## src/hw/rtl/gmr_pkg.sv

```systemverilog
// Gathered matrix rotation: shared types and constants.
// Used by gmr_store, gmr_mac and gathered_matrix_rotation; no dependencies.
`default_nettype none

package gmr_pkg;

    localparam int unsigned CFG_IDX_W  = 2;
    localparam int unsigned CFG_DATA_W = 9;

    localparam logic [CFG_IDX_W-1:0] CFG_MO_COUNT   = 2'd0;
    localparam logic [CFG_IDX_W-1:0] CFG_FUNC_COUNT = 2'd1;

    localparam logic [1:0] OP_LOAD_ROT  = 2'd0;
    localparam logic [1:0] OP_LOAD_SEL  = 2'd1;
    localparam logic [1:0] OP_LOAD_COEF = 2'd2;
    localparam logic [1:0] OP_COMPUTE   = 2'd3;

    localparam logic signed [31:0] SAT_MAX = 32'sh7FFF_FFFF;
    localparam logic signed [31:0] SAT_MIN = 32'sh8000_0000;

    typedef struct packed {
        logic [1:0]         opcode;
        logic [5:0]         row;
        logic [7:0]         col;
        logic signed [31:0] value;
        logic [5:0]         select;
    } cmd_t;

    typedef struct packed {
        logic [5:0]         out_row;
        logic [7:0]         out_col;
        logic signed [31:0] result;
        logic               overflow;
    } rsp_t;

    // read request from the sequencer to the stores
    typedef struct packed {
        logic       issue;
        logic       first;
        logic       last;
        logic [5:0] row;
        logic [7:0] col;
    } gather_t;

    // term flags travelling alongside the operand data
    typedef struct packed {
        logic valid;
        logic first;
        logic last;
        logic live;
    } term_t;

    typedef struct packed {
        logic               valid;
        logic signed [31:0] result;
        logic               overflow;
    } mac_out_t;

endpackage

`default_nettype wire

```

## src/hw/rtl/gmr_mac.sv

```systemverilog
// Multiply-accumulate with Q16.16 rounding and saturation.
// Depends on gmr_pkg.
`default_nettype none

module gmr_mac #(
    parameter int unsigned MAX_ROWS = 64
) (
    input  wire logic               clk,
    input  wire logic               rst_n,
    input  wire gmr_pkg::term_t     term,
    input  wire logic signed [31:0] rot_data,
    input  wire logic signed [31:0] coef_data,
    output gmr_pkg::mac_out_t       mac_out
);
    import gmr_pkg::*;

    localparam int unsigned ACC_W = 64 + $clog2(MAX_ROWS);
    localparam int unsigned SHF_W = ACC_W - 16;
    localparam logic signed [ACC_W-1:0] HALF_LSB = ACC_W'(32'h0000_8000);

    logic signed [63:0]      prod_next;
    logic signed [63:0]      prod_reg;
    term_t                   pflag_reg;
    logic signed [ACC_W-1:0] acc_next;
    logic signed [ACC_W-1:0] acc_reg;
    logic                    fin_reg;
    logic signed [ACC_W-1:0] rounded;
    logic [SHF_W-1:0]        shifted;
    logic [SHF_W-32:0]       high_bits;
    logic                    fits;
    mac_out_t                out_next;
    mac_out_t                out_reg;

    always_comb
    begin
        prod_next = term.live ? rot_data * coef_data : 64'sd0;
        acc_next  = pflag_reg.first ? ACC_W'(prod_reg) : acc_reg + ACC_W'(prod_reg);

        rounded   = acc_reg + HALF_LSB;
        shifted   = rounded[ACC_W-1:16];
        high_bits = shifted[SHF_W-1:31];
        fits      = (&high_bits) || !(|high_bits);

        out_next.valid    = fin_reg;
        out_next.overflow = !fits;
        if (fits)
        begin
            out_next.result = shifted[31:0];
        end
        else if (shifted[SHF_W-1])
        begin
            out_next.result = SAT_MIN;
        end
        else
        begin
            out_next.result = SAT_MAX;
        end
    end

    always_ff @(posedge clk)
    begin
        if (term.valid)
        begin
            prod_reg <= prod_next;
        end
        if (pflag_reg.valid)
        begin
            acc_reg <= acc_next;
        end
    end

    always_ff @(posedge clk or negedge rst_n)
    begin
        if (!rst_n)
        begin
            pflag_reg <= '0;
            fin_reg   <= 1'b0;
            out_reg   <= '0;
        end
        else
        begin
            pflag_reg <= term;
            fin_reg   <= pflag_reg.valid && pflag_reg.last;
            out_reg   <= out_next;
        end
    end

    assign mac_out = out_reg;

endmodule

`default_nettype wire

```

## config.mk

```make
export PLATFORM = sky130hd
export DESIGN_NAME = gmr_mac
export DESIGN_NICKNAME = d
export VERILOG_FILES = /design/src/hw/rtl/gmr_pkg.sv /design/src/hw/rtl/gmr_mac.sv
export SDC_FILE = /design/constraint.sdc
export NUM_CORES = 2
export LEC_CHECK = 0
export BUFFER_PORTS_ARGS = -buffer_cell sky130_fd_sc_hd__buf_2
export CORE_MARGIN = 4
export CORE_UTILIZATION = 56
export DETAILED_ROUTE_END_ITERATION = 7
export PLACE_DENSITY = 0.83
export SYNTH_ARGS = -nofsm -noshare
export SYNTH_HDL_FRONTEND = slang
export SYNTH_SLANG_ARGS = --single-unit
export TNS_END_PERCENT = 50
```

## constraint.sdc

```tcl
create_clock -name clk -period 4.2 [get_ports clk]
set_input_delay 0.84 -clock clk [delete_from_list [all_inputs] [get_ports clk]]
set_output_delay 0.84 -clock clk [all_outputs]
set_load 0.02 [all_outputs]
```

# == Yosys cells after proc, flatten, opt, wreduce, memory -nomap -nowiden ==
# Index checks and enable logic that the tools add are counted.
# word_totals
ff_bits,172
input_bits,70
output_inout_bits,34
# classes
mul,1
n_mux,3
addsub,2
n_reduce_logical,6
# ops
cell,n
$add A70 B17 Y70 const B,1
$add A70 B64 Y70,1
$mux W70,1
$mul A32 B32 Y64,1
$mux W32,2
$reduce_and A23 Y1,1
$reduce_or A23 Y1,1
$logic_not A1 Y1,2
$logic_and A1 B1 Y1,1
$logic_or A1 B1 Y1,1

# == Longest topological paths before layout ==
# logic_depth
depth_word,5
mapped_depth,31
depth_no_buf,30

# == Worst setup path before layout ==
# Ideal clock, no wire load.
# synth_path
path_kind,input to register
from,input rot_data[31]
to,"register prod_reg[62], data pin"
arrival_ns,8.163
path_stages,26
required_time_ns,3.933
setup_slack_ns,-4.230
path_cell_list,clkbuf_1 -> nand2_1 -> inv_1 -> fa_1 -> inv_1 -> fa_1 -> fa_1 -> inv_1 -> fa_1 -> inv_1 -> fa_1 -> inv_1 -> fa_1 -> fa_1 -> fa_1 -> ha_1 -> a21o_1 -> a21o_1 -> a21o_1 -> a21o_1 -> a211oi_1 -> o21ai_0 -> a21o_1 -> a41o_1 -> a221oi_1 -> mux2i_1
# synth_via
elab_chain_len,1
# synth_lines
element,line_no,source
from (decl),gmr_mac.sv:11,"input wire logic signed [31:0] rot_data,"
$mul A32 B32 Y64,gmr_mac.sv:36,prod_next = term.live ? rot_data * coef_data : 64'sd0;
to (signal assigned),gmr_mac.sv:64,prod_reg <= prod_next;
to (decl),gmr_mac.sv:22,logic signed [63:0] prod_reg;
# No other way between the ends.
# A chain may end at the register's enable or synchronous reset.

# == Worst setup path in the final report ==
# layout_path
from,input rot_data[17]
to,"register prod_reg[58], data pin"
# The elaborated chain is that of the path after synthesis.

==> run summary <==
Core ar. = 0.0838 mm²
area leader, netlist = fa_1
Worst path top cell family by delay = adder cells
vias in the first global route = 42500
Netlist cell types = 84
drt initial violations = 3570
worst hold path class = reg -> reg
worst setup margin = -3.66 ns
post-route ant nets = 0
initial antenna violation count = 1
Seq/Total Area, Yosys = 10.5%
Vias/cell = 5.84
WL met2 = 65700 µm
total track usage = 30.9%
DRT met1 WL = 51400 µm
Synth Register Bits = 172
Vias = 38600
Yosys top cell area share = 45.7%
placed instance area = 0.0530 mm²
post-synthesis compound-gate area fraction = 7.26%
Synth Area in Adders = 52.4%
Post-Syn Nets = 6459
GPL Wtd Cong = 0.960
port buffer count = 103
CTS tree = built
ys flop type = edfxtp_1
fraction of layout cells with a size suffix above 1 = 19.1%
Worst Setup Start Kind = input port
Post-synth EDFFs = 134
violated checks = DRC, setup timing
final net count = 6871
Fillers = 5739
area of the mapped netlist = 0.0475 mm²
Clock Latency Late Sink = 0.45 ns
Levels on crit path = 27
Largest register FFs = 70
Crit Path Category = in -> reg
Area contributors post-synth = fa_1 (46%), edfxtp_1 (8.5%), inv_1 (7.7%)
largest stage delay on the critical path = 0.59 ns
CP max-delay cell = fa_2
largest net degree at the start of global routing = 76
CP required = 4.39 ns
met3 routed WL = 16200 µm
Design Area, Final = 0.0565 mm²
Max Cap Viol = 0
drt drc = 4
CTS root buf = clkbuf_16
Pre-antenna DRT Iters = 8
WP data arrival = 8.04 ns
Initial Utilization = 56.6%
Die ar. = 0.0895 mm²
max frequency = 0.127 GHz
async set-or-reset flop fraction in the synthesized netlist = 22.1%
Slew Limit Fails = 0
hold path depth = 0
area delta synth->final = 19.0%
grt ovf = 0
Post-CTS Hold Fix Bufs = 0
pre-CTS WS = -4.38 ns
simple-gate share of the synthesized area = 16.8%
final WL = 141000 µm
Worst-Margin Slew = 0.868 ns
status = complete, but fails checks
reg2reg setup slack = 0.26 ns
Reg2Reg Depth = 15
multiplexer share of the synthesized area = 0.348%
Final Skew = 0.0154 ns
endpoint type of the worst setup path = flip-flop
clock slew at reported path FFs = 0.07 ns
Syn Area/Cell = 9.40 µm²
Slew Limit Headroom = 42.1%
Warnings, synthesis = 0
area share of xor/xnor cells in the synthesized design = 2.81%
Die H = 299 µm
Setup Viol. Count Final = 57
CP Buf/Inv Count = 6
largest family of logic cells by synthesized area = adder cells
Detailed Place HPWL = 109000 µm
first-pass GRT wire length = 220000 µm
DR top layer = met4
non-filler cells, final = 6612
level count of the clock H-tree = 4
Max Buffers Root-to-Sink = 2
post-layout min period = 7.86 ns
Die X = 299 µm
DR WL/cell = 21.4 µm
period utilization = 187%
TritonCTS buffer count = 17
Final Hold Viols = 0
crit path max fanout = 7
CTS Sinks = 172
Cells after Synth = 5052
row cnt = 106
post-placement cell count = 6497
I/O Pins = 104
RSZ-0062 raised after global routing = true
[cells in the final DEF, fill, tap and decap left out, types with 83 or more instances in the layout]
cell      netlist  final
fa_1         1083    989
inv_1         973    929
nand2_1       650    634
and2_1        535    499
buf_4           2    424
ha_1          254    218
nor2_1        153    146
edfxtp_1      134    134
a21oi_1       143    110
o21ai_0       131    108
fa_2            0     94
buf_6           4     86
xnor2_1        90     83
[cell usage after synthesis, drive strengths merged, types with 7 or more instances]
cell type / instances
nand3: 52
o21a: 37
and2: 536
inv: 973
a221oi: 9
dfrtp: 38
a211oi: 13
and3: 26
a21o: 77
a31oi: 20
nand2b: 26
nor4: 9
nor2b: 20
edfxtp: 134
fa: 1083
and4: 9
or3: 7
nor2: 155
o21bai: 21
o31ai: 9
nand4: 56
xor2: 60
nor3b: 7
xnor2: 90
a21oi: 143
mux2i: 12
buf: 13
nand2: 650
nor3: 32
o21ai: 136
clkbuf: 257
o2111ai: 7
o211ai: 10
ha: 254
[cells by family (layout without fill, tap and decap cells)]
kind of cell	Yosys count	count (layout)
buf+inv	1244	1669
mux	16	16
simple gates	1600	1600
other cells	0	1
fa+ha+maj	1337	1337
flops	172	172
xor+xnor	150	150
compound gates	533	533
[cell type report]
class / instances / area, µm² / area share [%]
antenna: 1 / 2.50 / 0.00443
clock buffer: 17 / 425 / 0.753
clock inverter: 15 / 208 / 0.367
tap: 1134 / 1420 / 2.51
multi-input combinational: 3636 / 39300 / 69.5
timing repair buffer: 663 / 6520 / 11.5
sequential: 172 / 4980 / 8.81
inverter: 974 / 3670 / 6.49
[layer usage]
layer / up-vias / track usage [%]
met4: 0 / 13.3
li1: 16200 / -
met2: 2502 / 50.5
met1: 19200 / 39.0
met5: - / 0
met3: 705 / 8.23
[worst reg2reg max path, cell delays in order, from the launching register on]
cell and delay (ns):
edfxtp_1 0.39, ha_1 0.24, inv_1 0.07, fa_1 0.21
nor2b_1 0.07, o211ai_1 0.20, a31oi_1 0.20, a211oi_2 0.30
o21ai_0 0.19, a41oi_1 0.36, o21ai_0 0.12, buf_4 0.16
a2111oi_0 0.40, o21ai_1 0.24, o311ai_0 0.33, o211ai_1 0.18
[final timing paths]
check / startpoint / endpoint
min: fin_reg / mac_out[33]
max: rot_data[17] / prod_reg[58]
max reg2reg: prod_reg[0] / acc_reg[46]
min reg2reg: fin_reg / mac_out[33]
max in group asynchronous: rst_n / pflag_reg[2]
min in group asynchronous: rst_n / mac_out[2]
[per-stage QoR]
stage	util (%)	hold slack [ns]	setup TNS [ns]
after floorplan	-	0.331	-155.20
after global placement	63.3	0.334	-194.43
after detailed placement	63.3	0.336	-203.60
after CTS	66.3	0.350	-155.61
after global routing	67.4	0.359	-174.62
final	67.4	0.348	-166.19
[repair_timing]
| item | 4_1_cts | 5_1_grt |
|---|---|---|
| gates cloned | 7 | 4 |
| setup buffers | 48 | 26 |
| endpoints found under the setup margin | 59 | 61 |
| resized for setup | 362 | 198 |
| pin swaps | 212 | 155 |
| endpoints found under the hold margin | 0 | 0 |
Power is not shown: default switching activity piles up to over one toggle a cycle in this logic, so the estimate is an artifact.
